`config.mk`:
```
export PLATFORM = sky130hd
export DESIGN_NAME = sha256_byte_stream_hasher
export DESIGN_NICKNAME = d
export VERILOG_FILES = /design/src/design/sha_pkg.sv /design/src/design/sha_front.sv /design/src/design/sha_queue.sv /design/src/design/sha_back.sv /design/src/design/sha256_byte_stream_hasher.sv
export SDC_FILE = /design/constraint.sdc
export NUM_CORES = 2
export LEC_CHECK = 0
export ABC_AREA = 1
export BUFFER_PORTS_ARGS = -buffer_cell sky130_fd_sc_hd__buf_2
export CAP_MARGIN = 20
export CORE_MARGIN = 2
export CORE_UTILIZATION = 50
export CTS_CLUSTER_SIZE = 16
export DETAILED_ROUTE_END_ITERATION = 6
export MAX_ROUTING_LAYER = met4
export PLACE_DENSITY = 0.65
export SYNTH_ARGS = -nofsm -noshare
export SYNTH_HDL_FRONTEND = slang
export SYNTH_SLANG_ARGS = --single-unit
```
`constraint.sdc`:
```
create_clock -name clock -period 17.6 [get_ports clock]
set_input_delay 3.52 -clock clock [delete_from_list [all_inputs] [get_ports clock]]
set_output_delay 3.52 -clock clock [all_outputs]
set_load 0.01 [all_outputs]
```
`src/design/sha_pkg.sv`:
```
// ----------------------------------------------------------------------------
// sha_pkg
// shared types, round constants and helper functions of the sha-256 hasher
// ----------------------------------------------------------------------------
package sha_pkg;

   // request as it arrives on the input channel
   typedef struct packed {
      logic [7:0] data_byte;
      logic       last_byte;
      logic       empty_message;
   } req_type;

   // one digest word on the result channel
   typedef struct packed {
      logic [31:0] digest_word;
      logic [2:0]  word_index;
      logic        last_word;
   } rsp_type;

   // classified request held in the queue
   typedef struct packed {
      logic [7:0] data_byte;
      logic       last_byte;
      logic       has_byte;
   } item_type;

   // queue status seen by both sides
   typedef struct packed {
      logic full;
      logic empty;
   } q_status_type;

   localparam logic [5:0] LAST_BYTE_POS = 6'd63;
   localparam logic [5:0] LEN_START_POS = 6'd56;
   localparam logic [5:0] LAST_ROUND    = 6'd63;
   localparam logic [2:0] LAST_WORD_IDX = 3'd7;
   localparam logic [7:0] MARKER_BYTE   = 8'h80;
   localparam logic [63:0] BYTE_BITS    = 64'd8;

   function automatic logic [31:0] rotr(input logic [31:0] x, input logic [4:0] n);
      logic [63:0] d;
      d = {x, x} >> n;
      return d[31:0];
   endfunction

   function automatic logic [31:0] big_sigma0(input logic [31:0] x);
      return rotr(x, 5'd2) ^ rotr(x, 5'd13) ^ rotr(x, 5'd22);
   endfunction

   function automatic logic [31:0] big_sigma1(input logic [31:0] x);
      return rotr(x, 5'd6) ^ rotr(x, 5'd11) ^ rotr(x, 5'd25);
   endfunction

   function automatic logic [31:0] small_sigma0(input logic [31:0] x);
      return rotr(x, 5'd7) ^ rotr(x, 5'd18) ^ (x >> 3);
   endfunction

   function automatic logic [31:0] small_sigma1(input logic [31:0] x);
      return rotr(x, 5'd17) ^ rotr(x, 5'd19) ^ (x >> 10);
   endfunction

   function automatic logic [31:0] init_hash(input logic [2:0] idx);
      logic [31:0] v;
      unique case (idx)
         3'd0: v = 32'h6a09e667;
         3'd1: v = 32'hbb67ae85;
         3'd2: v = 32'h3c6ef372;
         3'd3: v = 32'ha54ff53a;
         3'd4: v = 32'h510e527f;
         3'd5: v = 32'h9b05688c;
         3'd6: v = 32'h1f83d9ab;
         default: v = 32'h5be0cd19;
      endcase
      return v;
   endfunction

   function automatic logic [31:0] round_k(input logic [5:0] idx);
      logic [31:0] k;
      unique case (idx)
         6'd0:  k = 32'h428a2f98;  6'd1:  k = 32'h71374491;
         6'd2:  k = 32'hb5c0fbcf;  6'd3:  k = 32'he9b5dba5;
         6'd4:  k = 32'h3956c25b;  6'd5:  k = 32'h59f111f1;
         6'd6:  k = 32'h923f82a4;  6'd7:  k = 32'hab1c5ed5;
         6'd8:  k = 32'hd807aa98;  6'd9:  k = 32'h12835b01;
         6'd10: k = 32'h243185be;  6'd11: k = 32'h550c7dc3;
         6'd12: k = 32'h72be5d74;  6'd13: k = 32'h80deb1fe;
         6'd14: k = 32'h9bdc06a7;  6'd15: k = 32'hc19bf174;
         6'd16: k = 32'he49b69c1;  6'd17: k = 32'hefbe4786;
         6'd18: k = 32'h0fc19dc6;  6'd19: k = 32'h240ca1cc;
         6'd20: k = 32'h2de92c6f;  6'd21: k = 32'h4a7484aa;
         6'd22: k = 32'h5cb0a9dc;  6'd23: k = 32'h76f988da;
         6'd24: k = 32'h983e5152;  6'd25: k = 32'ha831c66d;
         6'd26: k = 32'hb00327c8;  6'd27: k = 32'hbf597fc7;
         6'd28: k = 32'hc6e00bf3;  6'd29: k = 32'hd5a79147;
         6'd30: k = 32'h06ca6351;  6'd31: k = 32'h14292967;
         6'd32: k = 32'h27b70a85;  6'd33: k = 32'h2e1b2138;
         6'd34: k = 32'h4d2c6dfc;  6'd35: k = 32'h53380d13;
         6'd36: k = 32'h650a7354;  6'd37: k = 32'h766a0abb;
         6'd38: k = 32'h81c2c92e;  6'd39: k = 32'h92722c85;
         6'd40: k = 32'ha2bfe8a1;  6'd41: k = 32'ha81a664b;
         6'd42: k = 32'hc24b8b70;  6'd43: k = 32'hc76c51a3;
         6'd44: k = 32'hd192e819;  6'd45: k = 32'hd6990624;
         6'd46: k = 32'hf40e3585;  6'd47: k = 32'h106aa070;
         6'd48: k = 32'h19a4c116;  6'd49: k = 32'h1e376c08;
         6'd50: k = 32'h2748774c;  6'd51: k = 32'h34b0bcb5;
         6'd52: k = 32'h391c0cb3;  6'd53: k = 32'h4ed8aa4a;
         6'd54: k = 32'h5b9cca4f;  6'd55: k = 32'h682e6ff3;
         6'd56: k = 32'h748f82ee;  6'd57: k = 32'h78a5636f;
         6'd58: k = 32'h84c87814;  6'd59: k = 32'h8cc70208;
         6'd60: k = 32'h90befffa;  6'd61: k = 32'ha4506ceb;
         6'd62: k = 32'hbef9a3f7;  default: k = 32'hc67178f2;
      endcase
      return k;
   endfunction

endpackage

```
`src/design/sha_front.sv`:
```
// ----------------------------------------------------------------------------
// sha_front
// takes requests, drops empty non-final ones and hands the rest to the queue
// ----------------------------------------------------------------------------
module sha_front (
   input  logic                  clock,
   input  logic                  reset,
   input  logic                  req_valid,
   output logic                  req_stall,
   input  sha_pkg::req_type      req,
   input  sha_pkg::q_status_type q_status,
   output logic                  push,
   output sha_pkg::item_type     push_item
);
   import sha_pkg::*;

   logic     hold_valid_ff, hold_valid_in;
   item_type hold_item_ff, hold_item_in;
   item_type classified;
   logic     accept;
   logic     drop;

   assign push      = hold_valid_ff && !q_status.full;
   assign req_stall = hold_valid_ff && q_status.full;
   assign accept    = req_valid && !req_stall;
   assign push_item = hold_item_ff;

   // an empty request that does not end the message changes nothing
   assign drop = req.empty_message && !req.last_byte;

   always_comb begin
      classified.data_byte = req.data_byte;
      classified.last_byte = req.last_byte;
      classified.has_byte  = !req.empty_message;
   end

   always_comb begin
      hold_valid_in = hold_valid_ff;
      hold_item_in  = hold_item_ff;
      if (accept) begin
         hold_valid_in = !drop;
         hold_item_in  = classified;
      end else if (push) begin
         hold_valid_in = 1'b0;
      end
   end

   always_ff @(posedge clock) begin
      if (reset) begin
         hold_valid_ff <= 1'b0;
      end else begin
         hold_valid_ff <= hold_valid_in;
      end
      hold_item_ff <= hold_item_in;
   end

endmodule

```
`src/design/sha_queue.sv`:
```
// ----------------------------------------------------------------------------
// sha_queue
// short fifo of classified requests between front and back
// ----------------------------------------------------------------------------
module sha_queue #(
   parameter int DEPTH = 4
) (
   input  logic                  clock,
   input  logic                  reset,
   input  logic                  push,
   input  sha_pkg::item_type     push_item,
   input  logic                  pop,
   output sha_pkg::item_type     pop_item,
   output sha_pkg::q_status_type q_status
);
   import sha_pkg::*;

   localparam int PTR_W = (DEPTH > 1) ? $clog2(DEPTH) : 1;
   localparam int CNT_W = $clog2(DEPTH + 1);

   item_type           entries_ff [DEPTH];
   logic [PTR_W-1:0]   wr_ptr_ff, wr_ptr_in;
   logic [PTR_W-1:0]   rd_ptr_ff, rd_ptr_in;
   logic [CNT_W-1:0]   count_ff, count_in;

   assign q_status.full  = count_ff == CNT_W'(DEPTH);
   assign q_status.empty = count_ff == '0;
   assign pop_item       = entries_ff[rd_ptr_ff];

   always_comb begin
      wr_ptr_in = wr_ptr_ff;
      rd_ptr_in = rd_ptr_ff;
      count_in  = count_ff;
      if (push) begin
         wr_ptr_in = (wr_ptr_ff == PTR_W'(DEPTH - 1)) ? '0 : wr_ptr_ff + 1'b1;
      end
      if (pop) begin
         rd_ptr_in = (rd_ptr_ff == PTR_W'(DEPTH - 1)) ? '0 : rd_ptr_ff + 1'b1;
      end
      unique case ({push, pop})
         2'b10:   count_in = count_ff + 1'b1;
         2'b01:   count_in = count_ff - 1'b1;
         default: count_in = count_ff;
      endcase
   end

   always_ff @(posedge clock) begin
      if (reset) begin
         wr_ptr_ff <= '0;
         rd_ptr_ff <= '0;
         count_ff  <= '0;
      end else begin
         wr_ptr_ff <= wr_ptr_in;
         rd_ptr_ff <= rd_ptr_in;
         count_ff  <= count_in;
      end
      if (push) begin
         entries_ff[wr_ptr_ff] <= push_item;
      end
   end

endmodule

```
`src/design/sha_back.sv`:
```
// ----------------------------------------------------------------------------
// sha_back
// block packing, padding sequencer, round engine and digest output
// ----------------------------------------------------------------------------
module sha_back (
   input  logic                  clock,
   input  logic                  reset,
   input  sha_pkg::q_status_type q_status,
   input  sha_pkg::item_type     q_item,
   output logic                  pop,
   output logic                  rsp_valid,
   input  logic                  rsp_stall,
   output sha_pkg::rsp_type      rsp
);
   import sha_pkg::*;

   typedef enum logic [2:0] {
      S_IDLE,
      S_PAD,
      S_ROUND,
      S_ADD,
      S_DIGEST
   } state_type;

   state_type    state_ff, state_in;
   logic [511:0] block_ff, block_in;
   logic [5:0]   pos_ff, pos_in;
   logic [63:0]  count_ff, count_in;
   logic [31:0]  hash_ff [8];
   logic [31:0]  hash_in [8];
   logic [31:0]  work_ff [8];
   logic [31:0]  work_in [8];
   logic [5:0]   round_ff, round_in;
   logic         padding_ff, padding_in;
   logic         marker_done_ff, marker_done_in;
   logic         len_phase_ff, len_phase_in;
   logic [2:0]   len_idx_ff, len_idx_in;
   logic         digest_pending_ff, digest_pending_in;
   logic [2:0]   out_idx_ff, out_idx_in;
   logic         rsp_valid_ff, rsp_valid_in;
   rsp_type      rsp_ff, rsp_in;

   logic         append;
   logic [7:0]   append_byte;
   logic [7:0]   len_byte;
   logic [31:0]  w0, w1, w9, w14, w_new;
   logic [31:0]  t1, t2;
   logic         out_free;

   assign rsp_valid = rsp_valid_ff;
   assign rsp       = rsp_ff;

   // schedule window: word 0 sits in the top bits
   assign w0    = block_ff[511:480];
   assign w1    = block_ff[479:448];
   assign w9    = block_ff[223:192];
   assign w14   = block_ff[63:32];
   assign w_new = small_sigma1(w14) + w9 + small_sigma0(w1) + w0;

   assign t1 = work_ff[7] + big_sigma1(work_ff[4])
             + ((work_ff[4] & work_ff[5]) ^ (~work_ff[4] & work_ff[6]))
             + round_k(round_ff) + w0;
   assign t2 = big_sigma0(work_ff[0])
             + ((work_ff[0] & work_ff[1]) ^ (work_ff[0] & work_ff[2])
                ^ (work_ff[1] & work_ff[2]));

   // length bytes go out most significant first
   assign len_byte = 8'(count_ff >> {3'd7 - len_idx_ff, 3'b000});

   assign out_free = !rsp_valid_ff || !rsp_stall;

   always_comb begin
      state_in          = state_ff;
      block_in          = block_ff;
      pos_in            = pos_ff;
      count_in          = count_ff;
      hash_in           = hash_ff;
      work_in           = work_ff;
      round_in          = round_ff;
      padding_in        = padding_ff;
      marker_done_in    = marker_done_ff;
      len_phase_in      = len_phase_ff;
      len_idx_in        = len_idx_ff;
      digest_pending_in = digest_pending_ff;
      out_idx_in        = out_idx_ff;
      rsp_valid_in      = rsp_valid_ff && rsp_stall;
      rsp_in            = rsp_ff;
      pop               = 1'b0;
      append            = 1'b0;
      append_byte       = '0;

      unique case (state_ff)
         S_IDLE: begin
            if (!q_status.empty) begin
               pop = 1'b1;
               if (q_item.has_byte) begin
                  append      = 1'b1;
                  append_byte = q_item.data_byte;
                  count_in    = count_ff + BYTE_BITS;
               end
               if (q_item.last_byte) begin
                  state_in          = S_PAD;
                  padding_in        = 1'b1;
                  marker_done_in    = 1'b0;
                  len_phase_in      = 1'b0;
                  len_idx_in        = '0;
                  digest_pending_in = 1'b0;
               end
            end
         end
         S_PAD: begin
            append = 1'b1;
            if (!marker_done_ff) begin
               append_byte    = MARKER_BYTE;
               marker_done_in = 1'b1;
            end else if (!len_phase_ff && pos_ff != LEN_START_POS) begin
               append_byte = '0;
            end else begin
               append_byte  = len_byte;
               len_phase_in = 1'b1;
               len_idx_in   = len_idx_ff + 1'b1;
               if (len_idx_ff == LAST_WORD_IDX) begin
                  digest_pending_in = 1'b1;
               end
            end
         end
         S_ROUND: begin
            block_in   = {block_ff[479:0], w_new};
            work_in[7] = work_ff[6];
            work_in[6] = work_ff[5];
            work_in[5] = work_ff[4];
            work_in[4] = work_ff[3] + t1;
            work_in[3] = work_ff[2];
            work_in[2] = work_ff[1];
            work_in[1] = work_ff[0];
            work_in[0] = t1 + t2;
            round_in   = round_ff + 1'b1;
            if (round_ff == LAST_ROUND) begin
               state_in = S_ADD;
            end
         end
         S_ADD: begin
            for (int i = 0; i < 8; i++) begin
               hash_in[i] = hash_ff[i] + work_ff[i];
            end
            if (digest_pending_ff) begin
               state_in   = S_DIGEST;
               out_idx_in = '0;
            end else if (padding_ff) begin
               state_in = S_PAD;
            end else begin
               state_in = S_IDLE;
            end
         end
         S_DIGEST: begin
            if (out_free) begin
               rsp_valid_in       = 1'b1;
               rsp_in.digest_word = hash_ff[out_idx_ff];
               rsp_in.word_index  = out_idx_ff;
               rsp_in.last_word   = out_idx_ff == LAST_WORD_IDX;
               out_idx_in         = out_idx_ff + 1'b1;
               if (out_idx_ff == LAST_WORD_IDX) begin
                  for (int i = 0; i < 8; i++) begin
                     hash_in[i] = init_hash(3'(i));
                  end
                  count_in          = '0;
                  padding_in        = 1'b0;
                  digest_pending_in = 1'b0;
                  state_in          = S_IDLE;
               end
            end
         end
         default: begin
            state_in = S_IDLE;
         end
      endcase

      // byte shifts in at the bottom; a full block starts the rounds
      if (append) begin
         block_in = {block_ff[503:0], append_byte};
         pos_in   = pos_ff + 1'b1;
         if (pos_ff == LAST_BYTE_POS) begin
            state_in = S_ROUND;
            work_in  = hash_ff;
            round_in = '0;
         end
      end
   end

   always_ff @(posedge clock) begin
      if (reset) begin
         state_ff          <= S_IDLE;
         pos_ff            <= '0;
         count_ff          <= '0;
         for (int i = 0; i < 8; i++) begin
            hash_ff[i] <= init_hash(3'(i));
         end
         round_ff          <= '0;
         padding_ff        <= 1'b0;
         marker_done_ff    <= 1'b0;
         len_phase_ff      <= 1'b0;
         len_idx_ff        <= '0;
         digest_pending_ff <= 1'b0;
         out_idx_ff        <= '0;
         rsp_valid_ff      <= 1'b0;
      end else begin
         state_ff          <= state_in;
         pos_ff            <= pos_in;
         count_ff          <= count_in;
         hash_ff           <= hash_in;
         round_ff          <= round_in;
         padding_ff        <= padding_in;
         marker_done_ff    <= marker_done_in;
         len_phase_ff      <= len_phase_in;
         len_idx_ff        <= len_idx_in;
         digest_pending_ff <= digest_pending_in;
         out_idx_ff        <= out_idx_in;
         rsp_valid_ff      <= rsp_valid_in;
      end
      block_ff <= block_in;
      work_ff  <= work_in;
      rsp_ff   <= rsp_in;
   end

endmodule

```
`src/design/sha256_byte_stream_hasher.sv`:
```
// ----------------------------------------------------------------------------
// sha256_byte_stream_hasher
// sha-256 over a byte stream, eight digest words per message
// ----------------------------------------------------------------------------
// Each request carries one message byte; a request with last_byte set ends
// the message (with empty_message also set it adds no byte, and an empty
// request without last_byte is dropped). A message byte is packed into the
// block, and every 64th byte starts the 64-round compression, one round per
// cycle in a single round engine, followed by the hash update. The final
// request then adds the padding bytes (9 to 72 bytes), one or two further
// compressions and the eight digest words, h0 first, after which the hasher
// is back at its initial values. A short queue between the request front
// and the hashing back end lets requests keep arriving while a block is
// compressed or a digest is drained.
module sha256_byte_stream_hasher #(
   parameter int QUEUE_DEPTH = 4   // requests buffered ahead of the back end
) (
   input  logic             clock,
   input  logic             reset,
   input  logic             req_valid,
   output logic             req_stall,
   input  sha_pkg::req_type req,
   output logic             rsp_valid,
   input  logic             rsp_stall,
   output sha_pkg::rsp_type rsp
);
   import sha_pkg::*;

   // front to queue
   logic         q_push;
   item_type     q_push_item;
   // queue to back
   logic         q_pop;
   item_type     q_pop_item;
   q_status_type q_status;

   // request side: classification and hand-off
   sha_front u_front (
      .clock     (clock),
      .reset     (reset),
      .req_valid (req_valid),
      .req_stall (req_stall),
      .req       (req),
      .q_status  (q_status),
      .push      (q_push),
      .push_item (q_push_item)
   );

   // decoupling queue
   sha_queue #(
      .DEPTH (QUEUE_DEPTH)
   ) u_queue (
      .clock     (clock),
      .reset     (reset),
      .push      (q_push),
      .push_item (q_push_item),
      .pop       (q_pop),
      .pop_item  (q_pop_item),
      .q_status  (q_status)
   );

   // hashing back end and digest output register
   sha_back u_back (
      .clock     (clock),
      .reset     (reset),
      .q_status  (q_status),
      .q_item    (q_pop_item),
      .pop       (q_pop),
      .rsp_valid (rsp_valid),
      .rsp_stall (rsp_stall),
      .rsp       (rsp)
   );

   // last flag marks exactly the h7 word
   assert property (@(posedge clock) disable iff (reset)
      rsp_valid |-> (rsp.last_word == (rsp.word_index == LAST_WORD_IDX)))
      else $error("last_word does not match word_index");

   // digest words follow each other without a gap, in order
   assert property (@(posedge clock) disable iff (reset)
      (rsp_valid && !rsp_stall && !rsp.last_word)
      |=> (rsp_valid && rsp.word_index == ($past(rsp.word_index) + 3'd1)))
      else $error("digest word sequence broken");

   // no result right after reset
   assert property (@(posedge clock)
      (!reset && $past(reset)) |-> !rsp_valid)
      else $error("result valid after reset");

endmodule

```
# == After elaboration in Yosys (flattened, before gate mapping) ==
# Memories as Yosys holds them, arrays and structs flattened. A register that Yosys moved wholly into a read port is not among the register bits.
# Cells that the tools add are included.
# word_totals
register_bits,1168
mem_bits_rw,40
mem_bits_ro,2048
output_inout_bits,38
elab_cells,217
mem_count,2
# memory_table
name,words,word_bits,rd,rd_clocked_by_memory_dff,write_ports,line,source
(name not given),64,32,1,1,0,sha_pkg.sv:80,unique case (idx)
u_queue.entries_ff,4,10,1,1,1,sha_queue.sv:21,item_type entries_ff [DEPTH];
# op_classes
add_sub_neg,28
order_cmp,1
eq_ne,23
n_shift,1
muxes,74
bitwise_logic,18
n_reduce_logical,32
# op_table
cell,n
256-bit two-way mux,5
512-bit two-way mux,2
32-bit adder,18
256-bit one-hot mux with 2 select lines,1
32-bit XOR,9
64-bit two-way mux,4
32-bit AND,5
64-bit one-hot mux with 2 select lines,1
32-bit binary-select mux with 3-bit select,1
64-bit by 4-bit adder with 64-bit output (second input constant),1
32-bit two-way mux,2
64-bit by 6-bit right shift with 8-bit output,1
3-bit two-way mux,14
8-bit two-way mux,4
32-bit inverter,1
32-bit by 22-bit XOR with 32-bit output,1
32-bit by 29-bit XOR with 32-bit output,1
6-bit two-way mux,4
1-bit two-way mux,22
3-bit one-hot mux with 2 select lines,3
8-bit one-hot mux with 2 select lines,1
3-bit one-hot mux with 5 select lines,1
5-bit AND reduction,3
6-bit by 1-bit adder with 6-bit output (second input constant),2
other kinds (27),70

# == Depth between registers and ports, before layout ==
# depth
ltp_word,10
ltp_mapped,38

# == By module ==
# A second synthesis with hierarchy kept.
# unflattened
cells_unflattened,11934
area_unflattened_um2,86322.8
# modules_own_cells
mod,n_inst,cells_per_inst,area_per_inst_um2,seq_area_each_um2
sha_back,1,11755,83990.6,29087.9
sha_queue,1,157,1960.6,1381.3
sha_front,1,22,371.6,320.3

# == Least setup slack after synthesis ==
# Ideal clock, no wire load.
# synth_timing
path_kind,reg2reg
start,register u_queue.count_ff[2]
end,register u_back.block_ff[0] (enable)
setup_time_ns,3.632
arrival_time_ns,9.787
required_ns,13.968
setup_slack_ns,4.181
path_stages_with_launch,9
path_cell_list,dfxtp_1 -> nor3_2 -> nor2_4 -> nand2_4 -> nand2_4 -> inv_2 -> clkbuf_1 -> clkbuf_1 -> nand2_1
# synth_via
elab_chain_cells,4
# synth_rtl
item,line,source
start: declaration,sha_queue.sv:24,"logic [CNT_W-1:0] count_ff, count_in;"
start signal: assignment,sha_queue.sv:55,count_ff <= count_in;
3-bit zero test,sha_queue.sv:27,assign q_status.empty = count_ff == '0;
1-bit two-way mux,sha_back.sv:94,if (!q_status.empty) begin
1-bit one-hot mux with 2 select lines,sha_back.sv:92,unique case (state_ff)
2-bit nonzero test (no source line),-,
end signal: assignment,sha_back.sv:220,block_ff <= block_in;
end: declaration,sha_back.sv:26,"logic [511:0] block_ff, block_in;"
# Every way passes these cells.
# A chain may end at the register's enable or synchronous reset.

==> results.yml <==
outcome:
  status: "finished clean"
flow_run:
  max_cap_violations: 0
timing:
  max_freq_ghz: 0.1416
  grt_setup_unrepaired: "false"
  timing.final.ws_setup_ns: 10.54
  holdWs_ns: 0.4890
  worst_slew_pin_slew_ns: 1.286
  max_slew_margin_pct: 14.29
  fin_setup_tns_ns: 0
  fin_skew_ns: 0.04273
  period_share_pct: 40.13
  setup_violations: 0
  min_period_ns: 7.063
  hold_violations: 0
  drv_slew: 0
final_layout:
  final_nets: 12210
  drive_gt1_share_pct: 3.867
  multi_input_area_sq_um: 48220
  fillers: 16510
  syn_to_final_growth_pct: 7.508
  layoutNonFillerInstCount: 13950
  seqCellArea_sq_um: 30790
yosys:
  ys_warn_count: 0
  avgSynthCellArea_sq_um: 7.203
  yosysUniqueCellTypes: 60
  ys_seq_area_share_pct: 36.01
  async_flop_share_pct: 0
  syn_inst: 11870
  syn_nets: 12480
  synth.ff_latch_count: 1239
  synth_enable_flop_cells: 598
  synthFlopType: "dfxtp_1"
  netlist_area_sq_um: 85510
worst_setup_path:
  cp.required_ns: 18.31
  cp_common_cell: "nand2_1"
  crit_path_max_fanout: 7
  arrival_ns: 7.77
  r2r-start: "u_back.work_ff[117]"
  start_kind: "register"
  slowest_stage: "dfxtp_1"
  startpoint: "u_back.work_ff[117]"
  rr_worst_depth: 34
  cpPeakStageDelay_ns: 0.74
  cp-end-kind: "register"
  path_class: "register to register"
routing:
  vias: 83490
  vias_per_cell: 5.986
  first_pass_iters: 7
  ant_nets: 0
  wl_microns: 356100
  drc: 0
  drtIter0Drc: 10670
  wl_per_cell_microns: 25.53
min_path:
  hp-start: "u_back.hash_ff[193]"
  min_path_type: "register to register"
  holdPathStages: 2
die:
  core_sq_um: 169700
  boundaryPins: 52
  rows: 151
  start_util_pct: 50.40
  die-area_sq_um: 174300
  die_h_microns: 417.5
  die_width_microns: 417.5
placed_design:
  numPlacedInstances: 13670
  hpwl_microns: 270800
  place_ws_ns: 10.65
  gp_congestion: 1.094
  port-buffer-count: 51
clock_network:
  hold_buffers: 0
  clock_latency_ns: 0.83
  cts_tree: "done"
  clk_pin_slew_ns: 0.07
  cts_resized: 0
  cts_made_buffers: 144
  clockBufferDepth: 3
  cts_max_level: 4
  cts_setup_buffers: 0
  clockRootBuffer: "clkbuf_16"
  cts.sinks: 1239
global_routing:
  grt_first_pass_wirelength_microns: 512800
  grt_max_degree: 254
  grt.total_usage_pct: 40.84
  grt_pass1_vias: 77550
  grt_antenna_before_repair: 20
  grt_remaining_overflow: 0
==> cell usage in the layout, fill, tap and decap left out, types with 155 or more instances in the layout <==
cell and instances:
nor2_1 1029, a31oi_1 287, inv_1 1142, nand3_1 593
dfxtp_1 639, xor2_1 231, xnor2_1 155, edfxtp_1 598
o21ai_0 774, fa_1 196, ha_1 403, a21oi_1 881
nand2_1 3611
==> logic make-up (layout without fill, tap and decap cells) <==
kind of cell | Yosys count | count (layout) | share of synthesized area (%)
adder cells (fa/ha/maj) | 619 | 619 | 10.72
AO/OA/AOI/OAI | 2287 | 2287 | 14.71
AND/OR/NAND/NOR | 5609 | 5609 | 26.59
XOR/XNOR | 386 | 386 | 3.954
buffers and inverters | 1704 | 1549 | 7.703
multiplexers | 27 | 27 | 0.3161
flip-flops | 1239 | 1239 | 36.01
other | 0 | 14 | 0
==> stage by stage <==
stage                     utilization (%)  area [sq um]
after floorplan                         -         85510
after global placement              51.28         87000
after CTS                           54.15         91860
final                               54.18         91930
after global routing                54.18         91920
after detailed placement            51.28         87000
==> metal layers <==
layer  vias to the layer above  GRT usage, %  routed length, microns
met5                         -             -                       0
met4                         0         26.95                   29080
met3                      1085         8.358                   34950
met2                      4600         59.09                  150800
met1                     39170         51.69                  141200
li1                      38630             -                       -
==> sequential cells by signal, summed over array words and instances (netlist names), 2 cells and up, named ones only <==
| name | flops |
|---|---|
| u_back.hash_ff | 256 |
| u_back.rsp | 36 |
| u_back.block_ff | 512 |
| u_queue.entries_ff | 40 |
| u_back.out_idx_ff | 3 |
| u_back.len_idx_ff | 3 |
| u_back.pos_ff | 6 |
| u_back.state_ff | 3 |
| u_back.count_ff | 61 |
| u_front.push_item | 10 |
| u_back.round_ff | 6 |
| u_back.work_ff | 256 |
| u_queue.count_ff | 3 |
| u_queue.rd_ptr_ff | 2 |
| u_queue.wr_ptr_ff | 2 |
==> cells in the mapped netlist (3+ instances only) <==
master,n,area share (%)
nor2_1,1031,4.5
xnor2_1,155,1.6
buf_2,113,0.66
clkbuf_1,393,1.7
maj3_1,20,0.23
a211oi_1,9,0.079
nor4_2,3,0.044
a21oi_1,881,5.2
xor2_1,231,2.4
inv_2,21,0.092
o31ai_1,3,0.026
nand3_1,595,3.5
mux2i_1,27,0.32
buf_1,21,0.092
buf_4,9,0.079
or2_1,3,0.022
o221ai_1,8,0.082
a21boi_0,22,0.19
o21ai_0,774,4.5
a22oi_1,5,0.044
nor4_1,32,0.23
ha_1,403,5.9
o22ai_1,54,0.40
o21a_1,30,0.26
edfxtp_1,598,21
and2_1,3,0.022
nand3b_1,32,0.28
nand2_1,3614,16
a31o_2,6,0.061
dfxtp_1,641,15
or2_2,48,0.35
o211ai_1,38,0.33
a31oi_1,287,2.1
o21bai_1,65,0.57
nor3_1,90,0.53
and3_1,14,0.10
nor2_2,4,0.029
nor3_2,3,0.035
a21o_1,67,0.59
o21ai_1,28,0.16
fa_1,196,4.6
inv_1,1143,5.0
nand2_2,10,0.073
nor3b_1,4,0.035
nand4_1,114,0.83
==> worst max-delay path, delay by kind of cell (launching register included) <==
| family | cells | cell delay (ns) |
|---|---|---|
| adders and majority gates | 6 | 2.67 |
| and+or+nand+nor | 16 | 1.85 |
| AOI/OAI and AO/OA | 4 | 0.96 |
| DFF | 1 | 0.74 |
| xor gates and xnor gates | 2 | 0.39 |
| buffers and inverters | 6 | 0.33 |
==> area by class of cell <==
cell class	instances	area share [%]
flip-flops and latches	1239	33.50
clock inverters	74	0.9460
repair buffers	118	0.9119
inverters	1166	4.787
well taps	2218	3.019
multi-input cells	8928	52.45
clock buffers	191	4.347
diodes	14	0.03811
==> path summary, 6_finish.rpt <==
check	slack, ns	end
worst min register to register	0.49	u_back.hash_ff[193]
worst min-delay path	0.49	u_back.hash_ff[193]
worst max register to register	10.54	u_back.work_ff[255]
worst max-delay path	10.54	u_back.work_ff[255]
Power is not shown: default switching activity piles up to over one toggle a cycle in this logic, so the estimate is an artifact.
